### config.mk
export PLATFORM = sky130hd
export DESIGN_NAME = uels_mul
export DESIGN_NICKNAME = d
export VERILOG_FILES = /design/src/rtl/uels_pkg.sv /design/src/rtl/uels_mul.sv
export SDC_FILE = /design/constraint.sdc
export NUM_CORES = 2
export LEC_CHECK = 0
export BUFFER_PORTS_ARGS = -buffer_cell sky130_fd_sc_hd__buf_2
export CELL_PAD_IN_SITES_DETAIL_PLACEMENT = 2
export CELL_PAD_IN_SITES_GLOBAL_PLACEMENT = 2
export CORE_MARGIN = 2
export CORE_UTILIZATION = 40
export CTS_CLUSTER_DIAMETER = 150
export DETAILED_ROUTE_END_ITERATION = 16
export PLACE_DENSITY_LB_ADDON = 0.05
export SKIP_LAST_GASP = 1
export SYNTH_ARGS = -nofsm -noshare
export SYNTH_HDL_FRONTEND = slang
export SYNTH_SLANG_ARGS = --single-unit
### constraint.sdc
create_clock -name clock -period 7.7 [get_ports clock]
set_input_delay 1.54 -clock clock [delete_from_list [all_inputs] [get_ports clock]]
set_output_delay 1.54 -clock clock [all_outputs]
set_load 0.01 [all_outputs]
### src/rtl/uels_pkg.sv
`timescale 1ns / 1ps

package uels_pkg;

   localparam int unsigned CAPACITY_DEF = 512;

   localparam int DATA_W  = 32;
   localparam int DIFF_W  = DATA_W + 1;
   localparam int MUL_A_W = DATA_W + 2;
   localparam int MUL_B_W = DATA_W + 1;
   localparam int HALF_W  = 16;
   localparam int PART_W  = MUL_A_W + HALF_W + 1;
   localparam int PROD_W  = MUL_A_W + MUL_B_W;
   localparam int VALUE_W = 64;
   localparam int KEPT_W  = 10;
   localparam int FUNC_W  = 2;
   localparam int STATUS_W = 3;

   localparam logic [FUNC_W-1:0] FUNC_ADD   = 2'd0;
   localparam logic [FUNC_W-1:0] FUNC_QUERY = 2'd1;

   typedef struct packed {
      logic signed [DATA_W-1:0] slope;
      logic signed [DATA_W-1:0] intercept;
   } line_type;

   typedef enum logic [STATUS_W-1:0] {
      ST_ADDED     = 3'd0,
      ST_ANSWERED  = 3'd1,
      ST_SLOPE_BAD = 3'd2,
      ST_FULL      = 3'd3,
      ST_EMPTY     = 3'd4,
      ST_CLEARED   = 3'd5
   } status_type;

   typedef enum logic [3:0] {
      S_IDLE,
      S_ADD_CHK,
      S_ADD_RD,
      S_ADD_M1,
      S_ADD_M2,
      S_ADD_END,
      S_Q_CHK,
      S_Q_RD0,
      S_Q_RD1,
      S_Q_M,
      S_Q_FRD,
      S_Q_FM,
      S_EMIT
   } state_type;

   typedef struct packed {
      logic                      start;
      logic signed [MUL_A_W-1:0] a;
      logic signed [MUL_B_W-1:0] b;
   } mul_req_type;

   typedef struct packed {
      logic                     done;
      logic                     busy;
      logic signed [PROD_W-1:0] product;
   } mul_rsp_type;

endpackage

### src/rtl/uels_mul.sv
`timescale 1ns / 1ps

module uels_mul (
   input  logic                  clock,
   input  logic                  reset,
   input  uels_pkg::mul_req_type req,
   output uels_pkg::mul_rsp_type rsp
);

   logic [1:0] phase_ff, phase_in;
   logic       done_ff, done_in;

   logic signed [uels_pkg::MUL_A_W-1:0]  a_ff;
   logic signed [uels_pkg::MUL_B_W-1:0]  b_ff;
   logic signed [uels_pkg::PART_W-1:0]   p0_ff, p1_ff;
   logic signed [uels_pkg::PROD_W-1:0]   prod_ff;

   logic signed [uels_pkg::HALF_W:0]     b_lo;
   logic signed [uels_pkg::HALF_W:0]     b_hi;
   logic signed [uels_pkg::PROD_W-1:0]   p0_wide, p1_wide;

   // split b into a zero-extended low half and a signed high half
   assign b_lo = $signed({1'b0, b_ff[uels_pkg::HALF_W-1:0]});
   assign b_hi = b_ff[uels_pkg::MUL_B_W-1:uels_pkg::HALF_W];
   assign p0_wide = p0_ff;
   assign p1_wide = p1_ff;

   always_comb begin
      phase_in = phase_ff;
      done_in  = 1'b0;
      case (phase_ff)
         2'd0: if (req.start) phase_in = 2'd1;
         2'd1: phase_in = 2'd2;
         2'd2: phase_in = 2'd3;
         2'd3: begin
            phase_in = 2'd0;
            done_in  = 1'b1;
         end
         default: phase_in = 2'd0;
      endcase
   end

   always_ff @(posedge clock) begin
      if (reset) begin
         phase_ff <= 2'd0;
         done_ff  <= 1'b0;
      end else begin
         phase_ff <= phase_in;
         done_ff  <= done_in;
      end
   end

   always_ff @(posedge clock) begin
      if (req.start && phase_ff == 2'd0) begin
         a_ff <= req.a;
         b_ff <= req.b;
      end
      if (phase_ff == 2'd1) begin
         p0_ff <= a_ff * b_lo;
      end
      if (phase_ff == 2'd2) begin
         p1_ff <= a_ff * b_hi;
      end
      if (phase_ff == 2'd3) begin
         prod_ff <= p0_wide + (p1_wide <<< uels_pkg::HALF_W);
      end
   end

   assign rsp.done    = done_ff;
   assign rsp.busy    = (phase_ff != 2'd0);
   assign rsp.product = prod_ff;

endmodule

==> run_results.csv <==
group,metric,value,unit
drt,antenna_left,0,
grt,grt_max_degree,69,
sta,setup_viol,0,
clock_network,path_clk_slew,0.05,ns
synthesis,yosysSeqAreaShare,0.148,
drt,drcViolationCount,0,
setup_path,required,8.05,ns
grt,antenna_found_initial,9,
setup_path,cp_top_family,"adder cells",
drt,viasPerCell,5.08,
synthesis,ys.flop_type,"edfxtp_1",
drt,detail_route.first_pass.iterations,5,
synthesis,synth_area,48400,um^2
synthesis,synth-async-reset-ratio,0,
setup_path,arrival,7.69,ns
grt,grt_use_total,0.263,
synthesis,synth_top_area_frac,0.442,
drt,via_count,34400,
sta,tns,0,ns
sta,finalCritPeriodShare,0.954,
grt,grt_pass1_wl,248000,um
placement,post-dp-hpwl,126000,um
floorplanning,num_rows,127,
drt,routed_wl,157000,um
floorplanning,dieArea,124000,um^2
clock_network,htreeDepth,2,
grt,grt_overflow,0,
clock_network,clkLatencyLatePin,0.60,ns
sta,worst_pin_slew,1.11,ns
clock_network,cts_buffer_depth,3,
grt,grt_pass1_vias,41700,
synthesis,synth_fp_nets,6446,
setup_path,max_stage_delay,0.62,ns
clock_network,cts_root_buf,"clkbuf_16",
synthesis,synth.area.top_cells,"fa_1 (44%), edfxtp_1 (15%), inv_1 (9.2%)",
synthesis,yosysTopAreaCell,"fa_1",
clock_network,cts_hold_buf,0,
floorplanning,boundaryPins,139,
sta,slew_headroom,0.263,
synthesis,synth-warning-count,0,
drt,drtIter0Drc,1352,
floorplanning,initial_core_util,0.404,
floorplanning,die_h,352,um
sta,grt_setup_unrepaired,"false",
placement,dp.cells,6686,
cells_and_area,final-instance-count-excl-fill,6778,
setup_path,r2r_setup_slack,0.36,ns
synthesis,synth_seq_cells,239,
outcome,status,"finished, final reports clean",
floorplanning,fp.dieW,352,um
synthesis,yosysUniqueCellTypes,59,
setup_path,cp_slowest_cell,"fa_1",
cells_and_area,syn_to_final_growth,10.4,%
setup_path,path_class,"reg -> reg",
sta,slew_violations,0,
floorplanning,core_area,120000,um^2
sta,hold_violations,0,
setup_path,cp_max_fo,14,
cells_and_area,fin_nets,6573,
clock_network,tritoncts,"built",
cells_and_area,final_layout_size_suffix_gt1_frac,0.0761,
placement,gp_congestion,0.815,
placement,port_buffers,138,
clock_network,clkSinkCount,239,
hold_path,hold_path.class,"reg -> reg",
sta,fin_skew,0.0323,ns
sta,finalCriticalPeriod,7.34,ns
setup_path,crit_path_start_kind,"register",
cells_and_area,nFillCells,12800,
sta,fmax,136,MHz
clock_network,numCtsBuffers,35,
flow_run,drv_cap,0,
synthesis,syn_avg_cell_area,9.66,um^2
setup_path,crit_top_cell,"fa_1",
synthesis,synth_edf_count,236,
synthesis,synthCells,5012,
drt,avgRoutedWirePerCell,23.1,um
setup_path,crit_buf_inv,6,
setup_path,crit_path_end_kind,"register",
==> stage by stage <==
step / setup WS, ns / hold slack, ns / area (um^2) / utilization
3_3_place_gp: 0.216 / 0.404 / 51900 / 0.432
6_report: 0.357 / 0.423 / 53500 / 0.446
4_1_cts: 0.0548 / 0.421 / 53000 / 0.442
3_5_place_dp: 0.0790 / 0.408 / 51900 / 0.432
2_1_floorplan: 0.938 / 0.400 / 48400 / -
5_1_grt: 0.0399 / 0.427 / 53500 / 0.446
==> routing by layer <==
| layer | track usage | vias up | wire length (um) | part of all wire |
|---|---|---|---|---|
| met2 | 0.499 | 495 | 85100 | 0.54 |
| met4 | 0.0881 | 8 | 5990 | 0.038 |
| met3 | 0.0258 | 233 | 4270 | 0.027 |
| met5 | 0 | - | 68 | 0.00043 |
| li1 | - | 15100 | - | - |
| met1 | 0.306 | 18500 | 61100 | 0.39 |
==> repair_timing <==
item                                    4_1_cts  5_1_grt
gates resized for setup                       0        5
buffers inserted                              0       28
endpoints found under the setup margin        0       24
==> sequential cells by signal, summed over array words and instances, names as in the netlist <==
name / count
p0_ff: 51
done_ff: 1
prod_ff: 67
a_ff: 34
phase_ff: 2
b_ff: 33
p1_ff: 51
==> cell usage after synthesis, drive strengths merged (82+ instances only) <==
library cell,count
inv,1191
fa,1069
nand2,702
and2,455
ha,295
edfxtp,236
clkbuf,231
a21oi,140
xnor2,98
nor2,93
o21ai,86
a21o,82
==> layout make-up <==
class                           count  area (um^2)  area share
Timing Repair Buffer              322         2660      0.0498
Clock inverter                     21          249     0.00466
Tap cell                         1612         2020      0.0377
Antenna cell                        1         2.50   0.0000468
Inverter                         1191         4470      0.0836
Sequential cell                   239         7150       0.134
Clock buffer                       42          945      0.0177
Multi-Input combinational cell   3350        36000       0.673
==> cell usage in the layout (no fill, tap or decap), drive strengths merged, types with 4 or more instances in the layout <==
| master | instances |
|---|---|
| a211o | 8 |
| a211oi | 13 |
| a21o | 82 |
| a21oi | 140 |
| a221oi | 4 |
| a311oi | 6 |
| a31oi | 11 |
| and2 | 455 |
| and3 | 12 |
| buf | 322 |
| bufinv | 5 |
| clkbuf | 42 |
| clkinv | 10 |
| clkinvlp | 4 |
| edfxtp | 236 |
| fa | 1069 |
| ha | 295 |
| inv | 1193 |
| nand2 | 702 |
| nand2b | 29 |
| nand3 | 27 |
| nand4 | 13 |
| nor2 | 93 |
| nor2b | 24 |
| nor3 | 15 |
| o211ai | 10 |
| o21a | 26 |
| o21ai | 86 |
| o21bai | 20 |
| o31a | 5 |
| o31ai | 6 |
| o41ai | 4 |
| or2 | 5 |
| or3 | 7 |
| xnor2 | 98 |
| xor2 | 51 |
==> kinds of logic (layout without fill, tap and decap cells) <==
kind of cell,Yosys count,after routing,share of synthesized area
DFF,239,239,0.148
buffers and inverters,1423,1576,0.110
adders and majority gates,1364,1364,0.518
other,0,1,0
and+or+nand+nor,1388,1388,0.137
AOI/OAI and AO/OA,449,449,0.0595
xor gates and xnor gates,149,149,0.0270
==> final timing paths <==
path                       start                     to  depth (start not counted)
min reg2reg  p0_ff[14]$_DFFE_PN_  prod_ff[14]$_DFFE_PP_                          0
max reg2reg   b_ff[10]$_DFFE_PP_    p0_ff[42]$_DFFE_PN_                         25
max           b_ff[10]$_DFFE_PP_    p0_ff[42]$_DFFE_PN_                         25
min          p0_ff[14]$_DFFE_PN_  prod_ff[14]$_DFFE_PP_                          0
Power is not shown: default switching activity piles up to over one toggle a cycle in this logic, so the estimate is an artifact.
